==> src/design/xrs_pkg.sv <==
// Package for the xoshiro256+ random source: types, codes and constants.
package xrs_pkg;

  localparam logic [63:0] SmGamma = 64'h9E37_79B9_7F4A_7C15;
  localparam logic [63:0] SmMul1  = 64'hBF58_476D_1CE4_E5B9;
  localparam logic [63:0] SmMul2  = 64'h94D0_49BB_1331_11EB;

  localparam int unsigned Xs1Shift   = 30;
  localparam int unsigned Xs2Shift   = 27;
  localparam int unsigned Xs3Shift   = 31;
  localparam int unsigned AdvShift   = 17;
  localparam int unsigned AdvRot     = 45;
  localparam int unsigned FracShift  = 11;
  localparam int unsigned FracW      = 53;

  localparam int unsigned ProgLen = 15;
  localparam int unsigned PcW     = $clog2(ProgLen);

  typedef logic [PcW-1:0] pc_t;
  typedef logic [3:0][63:0] gen_t;

  typedef enum logic [1:0] {
    OP_SEED      = 2'd0,
    OP_DRAW      = 2'd1,
    OP_REPEAT    = 2'd2,
    OP_SEED_DRAW = 2'd3
  } op_e;

  typedef enum logic [3:0] {
    U_NOP,
    U_LDZ,
    U_XS1,
    U_MLL,
    U_MLH,
    U_MHL,
    U_XS2,
    U_MIXST,
    U_ADV,
    U_ADVD,
    U_EMIT,
    U_FIN
  } uop_e;

  typedef enum logic [1:0] {
    C_NEXT,
    C_ALWAYS,
    C_FIRST,
    C_SEED_ONLY
  } cond_e;

  typedef struct packed {
    uop_e  uop;
    logic  csel;
    cond_e cond;
    pc_t   target;
  } ucode_t;

  typedef struct packed {
    logic first_pass;
    logic seed_only;
  } seq_flags_t;

  localparam pc_t PcMix    = pc_t'(0);
  localparam pc_t PcDraw   = pc_t'(11);
  localparam pc_t PcRepeat = pc_t'(13);
  localparam pc_t PcFin    = pc_t'(14);

endpackage

==> src/design/xrs_in_if.sv <==
// Request channel: opcode and seed.
interface xrs_in_if;
  logic        valid;
  logic        ready;
  logic [1:0]  opcode;
  logic [63:0] seed_value;

  modport source (output valid, output opcode, output seed_value, input ready);
  modport sink (input valid, input opcode, input seed_value, output ready);
endinterface

==> src/design/xrs_out_if.sv <==
// Result channel: fraction and raw draw.
interface xrs_out_if;
  logic        valid;
  logic        ready;
  logic [52:0] sample_fraction;
  logic [63:0] raw_word;

  modport source (output valid, output sample_fraction, output raw_word, input ready);
  modport sink (input valid, input sample_fraction, input raw_word, output ready);
endinterface

==> src/design/xrs_seq.sv <==
// Microcode sequencer: control store, step counter and jump logic.
module xrs_seq import xrs_pkg::*; (
  input  logic       clk_i,
  input  logic       rst_ni,
  input  logic       start_i,
  input  pc_t        start_pc_i,
  input  seq_flags_t flags_i,
  input  logic       stall_i,
  output ucode_t     ctrl_o,
  output logic       busy_o,
  output logic       fin_o
);

  function automatic ucode_t rom(pc_t a);
    ucode_t w;
    w = '{uop: U_FIN, csel: 1'b0, cond: C_NEXT, target: PcFin};
    unique case (a)
      pc_t'(0):  w = '{uop: U_LDZ,   csel: 1'b0, cond: C_NEXT,      target: PcMix};
      pc_t'(1):  w = '{uop: U_XS1,   csel: 1'b0, cond: C_NEXT,      target: PcMix};
      pc_t'(2):  w = '{uop: U_MLL,   csel: 1'b0, cond: C_NEXT,      target: PcMix};
      pc_t'(3):  w = '{uop: U_MLH,   csel: 1'b0, cond: C_NEXT,      target: PcMix};
      pc_t'(4):  w = '{uop: U_MHL,   csel: 1'b0, cond: C_NEXT,      target: PcMix};
      pc_t'(5):  w = '{uop: U_XS2,   csel: 1'b0, cond: C_NEXT,      target: PcMix};
      pc_t'(6):  w = '{uop: U_MLL,   csel: 1'b1, cond: C_NEXT,      target: PcMix};
      pc_t'(7):  w = '{uop: U_MLH,   csel: 1'b1, cond: C_NEXT,      target: PcMix};
      pc_t'(8):  w = '{uop: U_MHL,   csel: 1'b1, cond: C_NEXT,      target: PcMix};
      pc_t'(9):  w = '{uop: U_MIXST, csel: 1'b0, cond: C_FIRST,     target: PcMix};
      pc_t'(10): w = '{uop: U_NOP,   csel: 1'b0, cond: C_SEED_ONLY, target: PcFin};
      pc_t'(11): w = '{uop: U_ADV,   csel: 1'b0, cond: C_NEXT,      target: PcMix};
      pc_t'(12): w = '{uop: U_ADVD,  csel: 1'b0, cond: C_NEXT,      target: PcMix};
      pc_t'(13): w = '{uop: U_EMIT,  csel: 1'b0, cond: C_NEXT,      target: PcMix};
      default:   w = '{uop: U_FIN,   csel: 1'b0, cond: C_NEXT,      target: PcFin};
    endcase
    return w;
  endfunction

  pc_t    pc_q, pc_d;
  logic   busy_q, busy_d;
  ucode_t ctrl;
  logic   last_step;
  logic   jump;

  assign ctrl      = rom(pc_q);
  assign last_step = (ctrl.uop == U_FIN) || (ctrl.uop == U_ADVD) || (ctrl.uop == U_EMIT);
  assign fin_o     = busy_q && last_step && !stall_i;
  assign ctrl_o    = ctrl;
  assign busy_o    = busy_q;

  always_comb begin
    unique case (ctrl.cond)
      C_NEXT:      jump = 1'b0;
      C_ALWAYS:    jump = 1'b1;
      C_FIRST:     jump = flags_i.first_pass;
      C_SEED_ONLY: jump = flags_i.seed_only;
      default:     jump = 1'b0;
    endcase
  end

  always_comb begin
    pc_d   = pc_q;
    busy_d = busy_q;
    if (start_i) begin
      pc_d   = start_pc_i;
      busy_d = 1'b1;
    end else if (fin_o) begin
      busy_d = 1'b0;
    end else if (busy_q && !stall_i) begin
      pc_d = jump ? ctrl.target : pc_q + pc_t'(1);
    end
  end

  always_ff @(posedge clk_i or negedge rst_ni) begin
    if (!rst_ni) begin
      pc_q   <= PcFin;
      busy_q <= 1'b0;
    end else begin
      pc_q   <= pc_d;
      busy_q <= busy_d;
    end
  end

  a_pc_range: assert property (@(posedge clk_i) disable iff (!rst_ni)
    busy_q |-> (pc_q < pc_t'(ProgLen)))
    else $error("step counter out of program");

  a_start_idle: assert property (@(posedge clk_i) disable iff (!rst_ni)
    start_i && busy_q |-> fin_o)
    else $error("start while a program is running");

  a_stall_hold: assert property (@(posedge clk_i) disable iff (!rst_ni)
    busy_q && stall_i |=> busy_q && $stable(pc_q))
    else $error("sequencer moved during stall");

endmodule

==> src/design/xoshiro256plus_random_source_unit.sv <==
// xoshiro256+ random source with splitmix64 seeding, microcoded datapath.
// At most one result per request; a seed-only request gives none. A draw
// takes two generator advances, a repeat re-emits the last draw. Seeding runs
// two splitmix64 passes of ten microcode steps each, where each 64-bit product
// is built from three partial products on one shared 32x32 multiplier. A new
// request is taken in the cycle the current program ends; a finished result
// waits in the output register while the next request is worked on.
module xoshiro256plus_random_source_unit import xrs_pkg::*; (
  input  logic      clk_i,
  input  logic      rst_ni,
  xrs_in_if.sink    req_i,
  xrs_out_if.source rsp_o
);

  function automatic gen_t advance(gen_t g);
    gen_t        n;
    logic [63:0] t;
    n    = g;
    t    = n[1] << AdvShift;
    n[2] = n[2] ^ n[0];
    n[3] = n[3] ^ n[1];
    n[1] = n[1] ^ n[2];
    n[0] = n[0] ^ n[3];
    n[2] = n[2] ^ t;
    n[3] = (n[3] << AdvRot) | (n[3] >> (64 - AdvRot));
    return n;
  endfunction

  ucode_t      ctrl;
  logic        busy;
  logic        fin;
  logic        stall;
  logic        accept;
  logic        step;
  seq_flags_t  flags;
  pc_t         start_pc;

  op_e         op_q, op_d;
  logic [63:0] seed_q, seed_d;
  logic        pass_q, pass_d;
  logic [63:0] z_q, z_d;
  logic [63:0] acc_q, acc_d;
  gen_t        g_q, g_d;
  logic [63:0] last_q, last_d;
  logic        out_valid_q, out_valid_d;
  logic [52:0] out_frac_q, out_frac_d;
  logic [63:0] out_raw_q, out_raw_d;

  logic [63:0] mul_c;
  logic [31:0] mul_a, mul_b;
  logic [63:0] prod;
  logic [63:0] mix_out;
  logic [63:0] sum;
  logic        emit;

  assign emit   = (ctrl.uop == U_ADVD) || (ctrl.uop == U_EMIT);
  assign stall  = busy && emit && out_valid_q && !rsp_o.ready;
  assign step   = busy && !stall;
  assign req_i.ready = !busy || fin;
  assign accept = req_i.valid && req_i.ready;

  assign flags.first_pass = !pass_q;
  assign flags.seed_only  = (op_q == OP_SEED);

  always_comb begin
    unique case (op_e'(req_i.opcode))
      OP_SEED, OP_SEED_DRAW: start_pc = PcMix;
      OP_DRAW:               start_pc = PcDraw;
      OP_REPEAT:             start_pc = PcRepeat;
      default:               start_pc = PcFin;
    endcase
  end

  xrs_seq u_seq (
    .clk_i      (clk_i),
    .rst_ni     (rst_ni),
    .start_i    (accept),
    .start_pc_i (start_pc),
    .flags_i    (flags),
    .stall_i    (stall),
    .ctrl_o     (ctrl),
    .busy_o     (busy),
    .fin_o      (fin)
  );

  assign mul_c   = ctrl.csel ? SmMul2 : SmMul1;
  assign mul_a   = (ctrl.uop == U_MHL) ? z_q[63:32] : z_q[31:0];
  assign mul_b   = (ctrl.uop == U_MLH) ? mul_c[63:32] : mul_c[31:0];
  assign prod    = {32'd0, mul_a} * {32'd0, mul_b};
  assign mix_out = z_q ^ (z_q >> Xs3Shift);
  assign sum     = g_q[0] + g_q[3];

  always_comb begin
    op_d        = op_q;
    seed_d      = seed_q;
    pass_d      = pass_q;
    z_d         = z_q;
    acc_d       = acc_q;
    g_d         = g_q;
    last_d      = last_q;
    out_valid_d = out_valid_q && !rsp_o.ready;
    out_frac_d  = out_frac_q;
    out_raw_d   = out_raw_q;

    if (step) begin
      case (ctrl.uop)
        U_LDZ:  z_d = pass_q ? seed_q + SmGamma : seed_q;
        U_XS1:  z_d = z_q ^ (z_q >> Xs1Shift);
        U_XS2:  z_d = z_q ^ (z_q >> Xs2Shift);
        U_MLL:  acc_d = prod;
        U_MLH:  acc_d = acc_q + {prod[31:0], 32'd0};
        U_MHL:  z_d = acc_q + {prod[31:0], 32'd0};
        U_MIXST: begin
          pass_d = !pass_q;
          if (pass_q) begin
            g_d[2] = {32'd0, mix_out[31:0]};
            g_d[3] = {32'd0, mix_out[63:32]};
          end else begin
            g_d[0] = {32'd0, mix_out[31:0]};
            g_d[1] = {32'd0, mix_out[63:32]};
          end
        end
        U_ADV:  g_d = advance(g_q);
        U_ADVD: begin
          g_d         = advance(g_q);
          last_d      = sum;
          out_valid_d = 1'b1;
          out_raw_d   = sum;
          out_frac_d  = sum[63:FracShift];
        end
        U_EMIT: begin
          out_valid_d = 1'b1;
          out_raw_d   = last_q;
          out_frac_d  = last_q[63:FracShift];
        end
        default: ;
      endcase
    end

    if (accept) begin
      op_d   = op_e'(req_i.opcode);
      seed_d = req_i.seed_value;
      pass_d = 1'b0;
    end
  end

  always_ff @(posedge clk_i or negedge rst_ni) begin
    if (!rst_ni) begin
      pass_q      <= 1'b0;
      g_q         <= '0;
      last_q      <= '0;
      out_valid_q <= 1'b0;
      op_q        <= OP_SEED;
    end else begin
      pass_q      <= pass_d;
      g_q         <= g_d;
      last_q      <= last_d;
      out_valid_q <= out_valid_d;
      op_q        <= op_d;
    end
  end

  always_ff @(posedge clk_i) begin
    seed_q     <= seed_d;
    z_q        <= z_d;
    acc_q      <= acc_d;
    out_frac_q <= out_frac_d;
    out_raw_q  <= out_raw_d;
  end

  assign rsp_o.valid           = out_valid_q;
  assign rsp_o.sample_fraction = out_frac_q;
  assign rsp_o.raw_word        = out_raw_q;

  a_emit_matches_last: assert property (@(posedge clk_i) disable iff (!rst_ni)
    step && emit |=> out_valid_q && (out_raw_q == last_q))
    else $error("result does not match stored draw");

  a_frac_of_raw: assert property (@(posedge clk_i) disable iff (!rst_ni)
    out_valid_q |-> (out_frac_q == out_raw_q[63:FracShift]))
    else $error("fraction inconsistent with raw word");

  a_stall_keeps_state: assert property (@(posedge clk_i) disable iff (!rst_ni)
    stall |=> $stable(g_q) && $stable(last_q))
    else $error("generator changed during stall");

endmodule

==> src/flat_wrapper.sv <==
// flat-port wrapper written by rule: the top's interface ports become plain ports
module xoshiro256plus_random_source_unit_flat import xrs_pkg::*;
  (clk_i, rst_ni, req_i_valid, req_i_opcode, req_i_seed_value, req_i_ready, rsp_o_valid, rsp_o_sample_fraction, rsp_o_raw_word, rsp_o_ready);
  xrs_in_if req_i_i ();
  xrs_out_if rsp_o_i ();
  input  logic clk_i;
  input  logic rst_ni;
  input wire logic [$bits(req_i_i.valid)-1:0] req_i_valid;
  input wire logic [$bits(req_i_i.opcode)-1:0] req_i_opcode;
  input wire logic [$bits(req_i_i.seed_value)-1:0] req_i_seed_value;
  output wire logic [$bits(req_i_i.ready)-1:0] req_i_ready;
  output wire logic [$bits(rsp_o_i.valid)-1:0] rsp_o_valid;
  output wire logic [$bits(rsp_o_i.sample_fraction)-1:0] rsp_o_sample_fraction;
  output wire logic [$bits(rsp_o_i.raw_word)-1:0] rsp_o_raw_word;
  input wire logic [$bits(rsp_o_i.ready)-1:0] rsp_o_ready;
  assign req_i_i.valid = req_i_valid;
  assign req_i_i.opcode = req_i_opcode;
  assign req_i_i.seed_value = req_i_seed_value;
  assign req_i_ready = req_i_i.ready;
  assign rsp_o_valid = rsp_o_i.valid;
  assign rsp_o_sample_fraction = rsp_o_i.sample_fraction;
  assign rsp_o_raw_word = rsp_o_i.raw_word;
  assign rsp_o_i.ready = rsp_o_ready;
  xoshiro256plus_random_source_unit u_core (.clk_i(clk_i), .rst_ni(rst_ni), .req_i(req_i_i), .rsp_o(rsp_o_i));
endmodule
==> config.mk <==
export PLATFORM = sky130hd
export DESIGN_NAME = xoshiro256plus_random_source_unit_flat
export DESIGN_NICKNAME = d
export VERILOG_FILES = /design/src/design/xrs_pkg.sv /design/src/design/xrs_in_if.sv /design/src/design/xrs_out_if.sv /design/src/design/xrs_seq.sv /design/src/design/xoshiro256plus_random_source_unit.sv /design/src/flat_wrapper.sv
export SDC_FILE = /design/constraint.sdc
export NUM_CORES = 2
export LEC_CHECK = 0
export ABC_CLOCK_PERIOD_IN_PS = 10810
export BUFFER_PORTS_ARGS = -buffer_cell sky130_fd_sc_hd__buf_2
export CAP_MARGIN = 40
export CELL_PAD_IN_SITES_DETAIL_PLACEMENT = 1
export CELL_PAD_IN_SITES_GLOBAL_PLACEMENT = 1
export CORE_MARGIN = 2
export CORE_UTILIZATION = 25
export CTS_BUF_LIST = sky130_fd_sc_hd__clkbuf_4 sky130_fd_sc_hd__clkbuf_8
export CTS_CLUSTER_SIZE = 20
export DETAILED_ROUTE_END_ITERATION = 8
export PLACE_DENSITY_LB_ADDON = 0.1
export SLEW_MARGIN = 20
export SYNTH_ARGS = -nofsm -noshare
export SYNTH_HDL_FRONTEND = slang
export SYNTH_SLANG_ARGS = --single-unit
==> constraint.sdc <==
create_clock -name clk_i -period 10.81 [get_ports clk_i]
set_clock_uncertainty 0.2 [all_clocks]
set_input_delay 2.7025 -clock clk_i [delete_from_list [all_inputs] [get_ports clk_i]]
set_output_delay 2.7025 -clock clk_i [all_outputs]
set_load 0.01 [all_outputs]
==> flow_metrics.env <==
export IMPL_status="completed"
export IMPL_dieArea_sq_um=260200
export IMPL_dpl_worst_slack_ns=-0.5399
export IMPL_dr_pass1_iters=5
export IMPL_synth_async_reset_ratio=0.5624
export IMPL_cp_max_fo=8
export IMPL_synth_nets=8190
export IMPL_antenna_found_initial=3
export IMPL_clk_pin_slew_ns=0.07
export IMPL_yosysWarnings=0
export IMPL_final_cell_mix="980 x inv_1, 816 x fa_1, 712 x nand2_1, 606 x buf_4, 548 x nor2_1"
export IMPL_hold_worst_slack_ns=0.2666
export IMPL_ant_nets=0
export IMPL_critPathMostFrequentCell="fa_1"
export IMPL_fin_area_sq_um=76290
export IMPL_endpoint="u_core.z_q[62]"
export IMPL_start_util=0.2518
export IMPL_area_delta_synth_final_pct=19.12
export IMPL_slew_headroom=0.3540
export IMPL_finish_utilization=0.2999
export IMPL_grt_ovfl_total=0
export IMPL_cts_tree="yes"
export IMPL_insertion_delay_ns=0.90
export IMPL_grt_max_degree=152
export IMPL_cp_slowest_stage_delay_ns=0.60
export IMPL_arrival_ns=10.91
export IMPL_cp_slowest_cell="fa_1"
export IMPL_fmax_ghz=0.09538
export IMPL_final_common_cell="inv_1"
export IMPL_synth_top_cell_area_share=0.2566
export IMPL_yosysSeqAreaShare=0.2486
export IMPL_finalCritPeriodShare=0.9699
export IMPL_synth_area_top_cells="fa_1 26%, dfrtp_1 13%, edfxtp_1 12%, ha_1 8.5%, inv_1 5.8%"
export IMPL_setup_viol=0
export IMPL_finalWeightedCongestion=0.8856
export IMPL_die_w_microns=510.1
export IMPL_worstRegToRegCells=41
export IMPL_io_pins=189
export IMPL_synth_distinct_cells=98
export IMPL_grt_pass1_vias=56137
export IMPL_hold_viol=0
export IMPL_syn_area_per_cell_sq_um=9.330
export IMPL_critPathLaunchType="flip-flop"
export IMPL_worstMarginPinSlew_ns=0.9690
export IMPL_rr_startpoint="u_core.u_seq.pc_q[1]"
export IMPL_cts_hold_buf=0
export IMPL_fin_crit_ns=10.48
export IMPL_ys_ff_latch=585
export IMPL_die_y_microns=510.1
export IMPL_netlist_area_sq_um=64040
export IMPL_r2r_slack_ns=0.33
export IMPL_synth_edf_count=256
export IMPL_path_depth=41
export IMPL_grt_setup_unrepaired="yes"
export IMPL_cp_end_kind="flip-flop"
export IMPL_synth_main_ff_cell="dfrtp_1"
export IMPL_num_vias=51429
export IMPL_rows=185
export IMPL_cp_required_ns=11.24
export IMPL_drt_total_wl_microns=279800
export IMPL_cts_root_buffer="clkbuf_8"
export IMPL_synth_area_leader_cell="fa_1"
export IMPL_final_max_slew_violation_count=0
export IMPL_gr_usage_all_layers=0.2146
export IMPL_hold_class="flip-flop to flip-flop"
export IMPL_drive_gt1_frac=0.1690
export IMPL_final_nets=8760
export IMPL_cts_buffer_depth=3
export IMPL_cts_sink_count=585
export IMPL_synth_cells=6864
export IMPL_path_buf_inv=11
export IMPL_grt_pass1_wl_microns=405500
export IMPL_path_delay_family="adder cells"
export IMPL_critical_path_class="flip-flop to flip-flop"
export IMPL_cts_buffers=113
export IMPL_io_buffer_count=188
export IMPL_postPlaceCellArea_sq_um=72810
export IMPL_viasPerCell=4.720
export IMPL_crit_start="u_core.u_seq.pc_q[1]"
export IMPL_drt_wirelength_per_cell_microns=25.68
export IMPL_setup_ws_ns=0.3255
export IMPL_reg2reg_to="u_core.z_q[62]"
export IMPL_drc=0
export IMPL_first_iter_violations=2925
export IMPL_core_area_sq_um=254400
export IMPL_drv_cap=0
export IMPL_dp_final_hpwl_microns=233100
export IMPL_cts_htree_levels=3
cell type report:
type                       instances  area [sq um]
inverter                         993          3736
antenna                            4         10.01
tap                             3366          4212
timing repair buffer             851          6604
clock inverter                    38         349.1
multi-input combinational       4890         43400
clock buffer                     170          2058
fill                           29303        178100
sequential                       585         15920
registers in the layout, indices dropped and copies added, names as in the netlist:
name	count
u_core.acc_q	64
u_core.g_q	256
u_core.last_q	64
u_core.op_q	2
u_core.pass_q	1
u_core.rsp_o.raw_word	64
u_core.rsp_o.valid	1
u_core.seed_q	64
u_core.u_seq.busy_o	1
u_core.u_seq.pc_q	4
u_core.z_q	64
cell usage after synthesis (27+ instances only):
library cell / count
ha_1: 435
nor3_1: 172
edfxtp_1: 256
xor2_1: 249
and2_1: 39
a31oi_1: 48
nand3_1: 47
a21oi_1: 425
o21ai_0: 352
nand4_1: 56
buf_4: 56
o31ai_1: 49
mux2_2: 33
fa_1: 821
buf_2: 53
mux2i_1: 63
xnor2_1: 215
buf_1: 33
clkbuf_1: 249
o22ai_1: 67
nand2_1: 734
a21o_1: 107
a22oi_1: 27
dfrtp_1: 326
o22a_1: 36
nor2_1: 561
inv_1: 985
cells by family after synthesis:
| family | count (synthesis) | share of synthesized area |
|---|---|---|
| buffers and inverters | 1389 | 0.08602 |
| flip-flops | 585 | 0.2486 |
| other | 1 | 0.00005855 |
| multiplexers | 100 | 0.01651 |
| AO/OA/AOI/OAI | 1320 | 0.1258 |
| XOR/XNOR | 464 | 0.06345 |
| adder cells (fa/ha/maj) | 1256 | 0.3416 |
| AND/OR/NAND/NOR | 1749 | 0.1179 |
worst min-delay path by stage:
| stage | startpoint | end | slack [ns] | depth (start not counted) |
|---|---|---|---|---|
| finish | u_core.last_q[55] | u_core.last_q[55] | 0.27 | 2 |
| CTS | u_core.last_q[55] | u_core.last_q[55] | 0.27 | 2 |
| global route | u_core.last_q[13] | u_core.last_q[13] | 0.29 | 2 |
| floorplan | u_core.last_q[45] | u_core.last_q[45] | 0.24 | 2 |
| global placement | u_core.last_q[55] | u_core.last_q[55] | 0.25 | 2 |
| detailed placement | u_core.last_q[55] | u_core.last_q[55] | 0.26 | 2 |
timing repair:
action                                  CTS  global route
resized for setup                        24           135
buffers inserted                          3            32
gates cloned                              0             2
pin swaps                                 3            39
endpoints found under the setup margin   20            26
worst min-delay path: stages (launching register included):
cell     delay (ns)
dfrtp_1        0.34
nand2_1        0.05
nand2_1        0.05
per-layer routing:
layer	share of wire	GRT usage
met1	0.44	0.2811
met2	0.50	0.3768
met3	0.026	0.01587
met4	0.034	0.06318
met5	0	0
stage by stage:
stage,TNS [ns],std cells
after floorplan,0,6864
after global placement,-5.396,10635
after detailed placement,-6.684,10645
after CTS,0,10856
after global routing,-0.3415,10896
final,0,10897
Power is not shown: default switching activity piles up to over one toggle a cycle in this logic, so the estimate is an artifact.
